$ cat config.mk
export PLATFORM = sky130hd
export DESIGN_NAME = dit_ctrl
export DESIGN_NICKNAME = d
export VERILOG_FILES = /design/src/hw/rtl/dit_pkg.sv /design/src/hw/rtl/dit_ctrl.sv
export SDC_FILE = /design/constraint.sdc
export NUM_CORES = 1
export LEC_CHECK = 0
export ABC_AREA = 0
export BUFFER_PORTS_ARGS = -buffer_cell sky130_fd_sc_hd__buf_2
export CAP_MARGIN = 40
export CORE_AREA = 2 2 39 41
export DETAILED_ROUTE_END_ITERATION = 6
export DIE_AREA = 0 0 41 43
export GPL_TIMING_DRIVEN = 0
export PLACE_DENSITY_LB_ADDON = 0.08
export SYNTH_ARGS = -nofsm -noshare
export SYNTH_HDL_FRONTEND = slang
export SYNTH_SLANG_ARGS = --single-unit
$ cat constraint.sdc
create_clock -name clk -period 3.4 [get_ports clk]
set_input_delay 0.51 -clock clk [delete_from_list [all_inputs] [get_ports clk]]
set_output_delay 0.51 -clock clk [all_outputs]
set_load 0.1 [all_outputs]
$ cat src/hw/rtl/dit_pkg.sv
// ----------------------------------------------------------------------------
// dit_pkg
// Shared codes and controller/datapath interface types for the interval table.
// ----------------------------------------------------------------------------
package dit_pkg;

    // command codes
    localparam logic CMD_INSERT = 1'b0;
    localparam logic CMD_QUERY  = 1'b1;

    // result status codes
    localparam logic [1:0] ST_OK      = 2'd0;
    localparam logic [1:0] ST_OVERLAP = 2'd1;
    localparam logic [1:0] ST_FULL    = 2'd2;
    localparam logic [1:0] ST_INVALID = 2'd3;

    localparam int BOUND_W = 64;

    typedef enum logic [3:0] {
        S_IDLE   = 4'b0001,
        S_CHECK  = 4'b0010,
        S_SCAN   = 4'b0100,
        S_FINISH = 4'b1000
    } state_t;

    // controller -> datapath
    typedef struct packed {
        logic load;     // capture transaction operands
        logic init;     // clear scan pointer and hit flag
        logic scan;     // step the entry scan
        logic finish;   // resolve status, commit insert, emit result
    } dp_cmd_t;

    // datapath -> controller
    typedef struct packed {
        logic range_bad;  // low > high
        logic empty;      // no entries stored
        logic scan_done;  // hit found or last entry compared
    } dp_stat_t;

endpackage

$ cat src/hw/rtl/dit_ctrl.sv
// ----------------------------------------------------------------------------
// dit_ctrl
// Sequencer: operand capture, range check, entry scan, resolve.
// ----------------------------------------------------------------------------
module dit_ctrl
    import dit_pkg::*;
(
    input  logic     clk,
    input  logic     rst_n,
    input  logic     start,
    output logic     busy,
    output dp_cmd_t  cmd,
    input  dp_stat_t stat
);

    state_t state_reg, state_next;

    always_comb
    begin
        state_next = state_reg;
        cmd        = '0;
        unique case (state_reg)
            S_IDLE:
            begin
                cmd.load = start;
                if (start)
                begin
                    state_next = S_CHECK;
                end
            end
            S_CHECK:
            begin
                cmd.init = 1'b1;
                if (stat.range_bad || stat.empty)
                begin
                    state_next = S_FINISH;
                end
                else
                begin
                    state_next = S_SCAN;
                end
            end
            S_SCAN:
            begin
                cmd.scan = 1'b1;
                if (stat.scan_done)
                begin
                    state_next = S_FINISH;
                end
            end
            S_FINISH:
            begin
                cmd.finish = 1'b1;
                state_next = S_IDLE;
            end
            default:
            begin
                state_next = S_IDLE;
            end
        endcase
    end

    always_ff @(posedge clk or negedge rst_n)
    begin
        if (!rst_n)
        begin
            state_reg <= S_IDLE;
        end
        else
        begin
            state_reg <= state_next;
        end
    end

    assign busy = (state_reg != S_IDLE);

endmodule

==> results of run 1 <==
==> synth_stat cells <==
cell / instances / share of area [%]
nor4_1: 1 / 3.0
o21ai_0: 1 / 2.4
o311ai_0: 1 / 4.2
and3b_1: 1 / 4.2
nor4b_1: 2 / 8.3
nor2b_1: 1 / 3.0
inv_1: 3 / 5.4
nor2_1: 3 / 5.4
dfstp_2: 1 / 13
or4b_1: 1 / 4.8
a22o_1: 2 / 8.3
or2_2: 1 / 3.0
dfrtp_1: 3 / 36
==> stage by stage <==
step	hold WS [ns]	util (%)	power (W)
2_1_floorplan	0.214	-	0.000241
3_3_place_gp	0.312	21.8	0.000271
3_5_place_dp	0.315	21.8	0.000271
4_1_cts	0.0593	23.7	0.000338
5_1_grt	0.0518	23.7	0.000356
6_report	0.0664	23.7	0.000332
==> worst max-delay path, delay by kind of cell (launching register included) <==
| kind | cells | cell delay, ns |
|---|---|---|
| buf+inv | 1 | 0.42 |
| flops | 1 | 0.59 |
| simple gates | 2 | 0.62 |
==> placed cells by master (no fill, tap or decap) <==
cell type and n:
a22o_1 2, clkbuf_1 1, and3b_1 1, nor4_2 1, o21ai_0 1, nor2_1 2, o311ai_0 1, or2_2 1
dfstp_2 1, nor2b_1 1, or4b_1 1, nor4b_2 2, dfrtp_1 3, nor2_2 1, buf_2 10, inv_1 3
clkbuf_4 3
==> worst min path at each step <==
stage / cells after the start / startpoint / slack (ns) / endpoint
2_1_floorplan: 0 / rst_n / 0.21 / state_reg[1]
3_3_place_gp: 1 / rst_n / 0.31 / state_reg[1]
3_5_place_dp: 1 / rst_n / 0.32 / state_reg[1]
4_1_cts: 1 / rst_n / 0.06 / state_reg[2]
5_1_grt: 1 / rst_n / 0.05 / state_reg[3]
6_report: 1 / rst_n / 0.07 / state_reg[2]
==> cell type report <==
cell class	instances	area [µm²]	share of cell area, %
inverter	3	11.3	3.44
clock buffer	4	26.3	8.02
timing repair buffer	10	50.0	15.3
sequential	4	101	30.9
multi-input combinational	14	119	36.3
tap	16	20.0	6.11
==> metal layers <==
| layer | track usage [%] | part of all wire (%) | vias up |
|---|---|---|---|
| met1 | 8.79 | 40 | 98 |
| met5 | 0 | 0 | - |
| met3 | 1.57 | 7.1 | 0 |
| met2 | 12.8 | 52 | 9 |
| met4 | 10.0 | 0 | 0 |
| li1 | - | - | 106 |
==> kinds of logic after synthesis <==
kind of cell           after synthesis  synth area share [%]
buffers and inverters                3                  5.36
AOI/OAI and AO/OA                    4                  14.9
and+or+nand+nor                     10                  31.6
DFF                                  4                  48.2
==> power breakdown <==
group | switching (W) | internal (W)
Clock | 0.0000194 | 0.0000440
Combinational | 0.000147 | 0.0000341
Sequential | 0.0000225 | 0.0000649
Total | 0.000189 | 0.000143
==> results by stage, run 1 <==
Clocking:
- The number of buffers added to fix hold violations after cts is 0.
- The worst-skew pair later-pin latency is 0.23 ns.
- TritonCTS built the clock tree.
- In this run the deepest clock path goes through 2 buffers.
- CTS built an H-tree with a depth of 1.
- The post-cts sizing count is 0.
- The root buffer selected by CTS is clkbuf_4.
- The number of CTS-inserted buffers is 3.
- The number of setup buffers added after CTS is 0.
- The clock input transition at the sequential cells of the worst setup and hold paths is 0.04 ns.
- The tree built by TritonCTS fans out to 4 sinks.

Placement:
- At the end of routability-driven placement, the weighted congestion stood at ~0.62.
- The number of buffers added on ports is 10.
- Before CTS, the worst setup slack after placement is 1.26 ns.
- The placed instances occupy a cell area of 302 µm².
- Once placement completed, the tool counted placed cells totaling 47.
- The HPWL after detailed placement is between 400 and 500 µm.

Yosys:
- The number of library cell types mapped by synthesis is 13.
- The total number of yosys warnings is 0.
- Counting every net in the synthesized netlist gives 27.
- For this run, the register share of the synthesized area comes to between 40% and 50%.
- The instance count of the mapped netlist is 21.
- The register bit count reported by yosys is 4.
- The post-synthesis instance area is approximately 210 µm².
- The average instance area after synthesis is 10.0 µm².

STA:
- Dividing the final minimum period by the clock period gives between 60 and 70%.
- Timing would allow up to between 400 and 500 MHz.
- The final number of max-transition violations is 0.
- Setup repair after global routing left no endpoint under its margin.
- The minimum clock period is about 2.4 ns.
- The worst clock skew is about 0.0067 ns.
- The setup slack of the critical path after layout is about 1.0 ns.
- The number of failing setup endpoints in the final timing report is 0.
- The setup TNS is 0 ns.
- The worst pin sits at a relative slew slack of 67.6%.
- The hold violation total from the final report is 0.
- For the pin with the worst max-slew slack, the measured transition is between 0.4 and 0.5 ns.

Floorplanning:
- The initial utilization of the core area, before any placement, comes to between 15 and 20%.
- The area enclosed by the die boundary is around 1800 µm².
- The die is 41 µm wide.
- The number of rows created at floorplan is 14.
- The I/O pin count is 11.
- In this run the vertical extent of the chip is ~43 µm.
- The region available for standard cell placement spans ~1400 µm².

Route:
- The count of antenna-violating nets left after detailed routing is 0.
- For this run, design rule violations remaining after detail routing come to 0.
- The routed wire length is 520 µm.
- The total number of vias is between 200 and 250.
- The average routed wire per standard cell is approximately 10 µm.
- The pre-antenna-repair detailed-routing pass consisted of 2 iterations.
- In the routed layout, each cell is associated on average with a via count of 4.18.
- In this run, the number of DRC markers left after iteration 0 of detailed routing was 1.

Setup path:
- The endpoint type of the worst setup path is an output pin.
- The critical path goes through or4b_1 -> nor2_2 -> buf_2.
- Following the worst setup path forward leads to its endpoint at cmd[3].
- The critical path starts at state_reg[0].
- The startpoint type of the worst setup path is a flip-flop.
- In this design, the stage delay of the slowest critical-path cell is just under 0.6 ns.
- The critical path is of the flip-flop to output pin type.
- Among all stages on the critical path, the largest delay is contributed by dfstp_2.
- The reg-to-reg critical path startpoint is state_reg[0].
- The number of cells on the worst reg-to-reg path is 2.
- The required arrival time at the worst endpoint is ~2.9 ns.
- Data arrives at the worst endpoint at around 1.9 ns.
- The endpoint identified for the worst register-to-register timing path is state_reg[1].
- Setup slack on the worst reg-to-reg path comes out at 2.08 ns.
- The maximum fanout encountered on the critical timing path is 7.

GRT:
- The first global-routing pass estimated approximately 950 µm of wire.
- Global routing used ~8.7% of the available tracks.
- The number of antenna violations at the first check in global routing is 0.
- The via count of the first global-routing pass came to about 250.
- The overall overflow remaining after global route is 0.
- Entering global routing, the biggest net connects 8 pins.

Status:
- The flow ran to the end, and the final reports show no timing, DRC or antenna violations.

Final layout:
- The filler cell count is 162.
- The count of non-filler cells in the finished layout is a little over 50.
- The repair_antennas step left the layout with diodes totalling 0.
- The layout-stage area growth over the synthesis result is 56.0%.
- Of the cells placed in the final design, the portion with a size suffix greater than 1 is about 54%.
- The final instance area is about 330 µm².
- The register with the most flip-flops in the layout has 4 of them.
- The number of nets in the final layout is 42.

Job:
- The tool flagged a number of max-cap violations equal to 0.

Worst hold path:
- The worst min-delay path class is primary input to async pin.

Power and ir drop:
- IR analysis of the VDD net gives a maximum drop of ~320 µV.
- The analysis attributes to cell leakage a power of 0.157 nW.
- In this run the power density over the cells is 1010 nW/µm².
Power figures use the tool's default switching activity.
==> inputs of run 2 (changes only) <==
Clock period 3.4 ns to 2.2 ns, I/O delays scaled along.
==> run 2 against run 1 <==
  * Sequential share of layout area down 3.9 points
  * Worst hold slack improved by 0.28 ns
  * Final cell count is 2.0% higher
  * Design area rose by 15%
  * Combinational power up 73%
  * Critical path type unchanged
  * Largest cell class unchanged
==> results by stage, run 2 (synthesis results as in run 1) <==
Status:
- The flow ran to the end, and the final reports show no timing, DRC or antenna violations.

Setup path:
- For the worst flop-to-flop path, the logic depth is 2.
- Counting buffers and inverters, the worst setup path is 3 cells deep.
- The maximum fanout encountered on the critical timing path is 7.
- The worst register-to-register path ends at state_reg[1].
- STA puts the critical path data arrival time at about 1.8 ns.
- The buffers plus inverters on the worst setup path is 1.
- Traced cell by cell, the critical path runs through or4b_4 -> nor2_4 -> buf_4.
- The endpoint type of the worst setup path is an output pin.
- The required arrival time at the worst endpoint is between 1.5 and 2 ns.
- For flop-to-flop paths, the worst setup slack is around 0.86 ns.
- The classification of the worst setup path is flip-flop to output pin.
- The critical path ends at cmd[3].
- The cell with the largest stage delay on the worst path is dfstp_2.
- The cell family contributing the most delay on the critical path is flip-flops.
- The largest single stage delay on the critical path is roughly 0.64 ns.
- The reg-to-reg critical path startpoint is state_reg[0].
- The launching element of the worst setup path is state_reg[0].
- The startpoint type of the worst setup path is a flip-flop.

STA:
- The smallest clock period supported by the final layout is computed as 2.12 ns.
- Setup violations remaining at the end of the flow were counted as 0.
- The measured slew at the worst slew-check pin is roughly 0.49 ns.
- Measured against its own limit, the worst slew margin works out to about two thirds.
- Setup repair after global routing left no endpoint under its margin.
- The setup TNS is 0 ns.
- The final number of max-transition violations was 0.
- The hold violation total from the final report is 0.
- The period utilization is 96.3%.
- The worst clock skew is approximately 0.0053 ns.
- Derived from the worst setup path, the maximum achievable clock frequency is ~470 MHz.

Floorplanning:
- The die boundary width is around 40 µm.
- The number of rows created at floorplan is 14.
- The core box area is 1380 µm².
- The vertical die dimension is 43 µm.
- The I/O pin count is 11.
- The starting density of the core is between 15 and 20%.
- The area enclosed by the die boundary is ~1800 µm².

Final layout:
- The final instance area is 375 µm².
- The most common cell after layout, fill and taps aside is buf_2.
- The post-route netlist has between 50% and 60% of its cells at a drive strength greater than 1.
- The register with the most flip-flops in the layout has 4 of them.
- The count of inserted antenna diode cells is 0.
- For this run, the post-layout net count is 43.
- Leaving out fill and tap cells, the most frequent cells in the layout are 9 x buf_2, 3 x inv_1, 3 x clkbuf_4, 3 x dfrtp_1.
- The layout-stage area growth over the synthesis result is 78.6%.

Job:
- Max-cap violations in this run came to 0.

Power and ir drop:
- VDD sags by at most between 300 and 400 µV.
- The power density over the cells is between 1500 and 2000 nW/µm².
- The reported leakage power is 0.166 nW.

Route:
- The routed layout has 216 vias.
- The routed wire length is approximately 510 µm.
- The detailed-routing wirelength on met1 is 229 µm.
- Once detail routing completed, the nets flagged for antenna violations numbered 0.
- The number of search-and-repair iterations in the first detailed-routing pass is 1.
- In this run the top signal layer used is met3.
- Dividing the detail-routed via count by the number of cells gives around 4.2.
- The initial detailed-routing violation count is 0.
- Wire segments on met3 add up to between 40 and 50 µm in the final route.
- The residual DRC count is 0.
- The detailed route wirelength on metal2 is approximately 240 µm.
- The average routed wire per standard cell is between 9 and 10 µm.

Placement:
- The HPWL after detailed placement is roughly 450 µm.
- The instance area after placement is between 300 and 400 µm².
- In this run the tool buffered the top-level ports with 10 buffer cells.
- The final RePlAce weighted congestion is between 0.5 and 0.6.

Clocking:
- The worst-skew pair later-pin latency is approximately 0.23 ns.
- TritonCTS built the clock tree.
- The tree built by TritonCTS fans out to 4 sinks.
- The number of clock buffers added by TritonCTS is 3.
- Post-CTS timing repair inserted 0 buffers for setup.
- The tree is rooted in a clkbuf_4.
- In this run the number of H-tree levels came out at 1.
- The clock input transition at the sequential cells of the worst setup and hold paths is about 0.04 ns.
- The worst-case clock buffer depth is 2.

GRT:
- The via count of the first global-routing pass was around 200.
- For this run the aggregate overflow at the end of global routing stands at 0.
- The wire length of the first global-routing pass is 800 µm.
- For this run, the total global-route usage over all layers was measured as 7.05%.
- The number of antenna violations at the first check in global routing came to 0.
- The largest net degree at the start of global routing is 8.

Worst hold path:
- The worst hold path belongs to the class primary input to flip-flop.
- The startpoint identified for the worst hold timing path is stat[0].
-- run 2: how the worst min path moves through the flow --
stage	endpoint	slack (ns)	cells after the start
after floorplan	state_reg[1]	0.03	0
after global placement	state_reg[1]	0.13	1
after detailed placement	state_reg[1]	0.14	1
after CTS	state_reg[3]	0.35	2
after global routing	state_reg[3]	0.34	2
final	state_reg[3]	0.35	2
-- run 2: layer usage --
| metal | GRT usage, % | vias to the layer above |
|---|---|---|
| met3 | 6.81 | 0 |
| li1 | - | 108 |
| met2 | 9.38 | 8 |
| met1 | 7.79 | 100 |
| met4 | 2.00 | 0 |
| met5 | 0 | - |
-- run 2: final cells by class --
| type | instances | area (µm²) |
|---|---|---|
| well taps | 16 | 20.0 |
| inverters | 3 | 11.3 |
| repair buffers | 11 | 62.6 |
| clock buffers | 4 | 26.3 |
| flip-flops and latches | 4 | 101 |
| fillers | 151 | 1010 |
| multi-input cells | 14 | 154 |
-- run 2: power by group --
part	switching, W	total (W)	leakage (nW)	internal, W
clock network	0.0000278	0.0000957	0.0150	0.0000679
logic	0.000234	0.000313	0.0995	0.0000798
registers	0.0000550	0.000155	0.0511	0.000100
-- run 2: worst reg2reg max path: stages (launching register included) --
cell and delay (ns):
dfstp_2 0.64, or4b_4 0.53, nor2_1 0.11
-- run 2: timing repair --
action / 4_1_cts / 5_1_grt
gates resized for setup: 1 / 0
hold endpoints to repair: 3 / 0
hold buffers: 1 / 0
setup endpoints to repair: 1 / 0
-- run 2: per-stage QoR --
stage                     utilization, %  std cells  hold WS, ns  worst slack (ns)  power, W
after floorplan                        -         21       0.0344            0.0155  0.000419
after global placement              24.3         47        0.133             0.196  0.000464
after detailed placement            24.3         47        0.140             0.178  0.000468
after CTS                           27.1         52        0.348            0.0619  0.000574
after global routing                27.1         52        0.342            0.0193  0.000597
final                               27.1         52        0.351            0.0803  0.000565
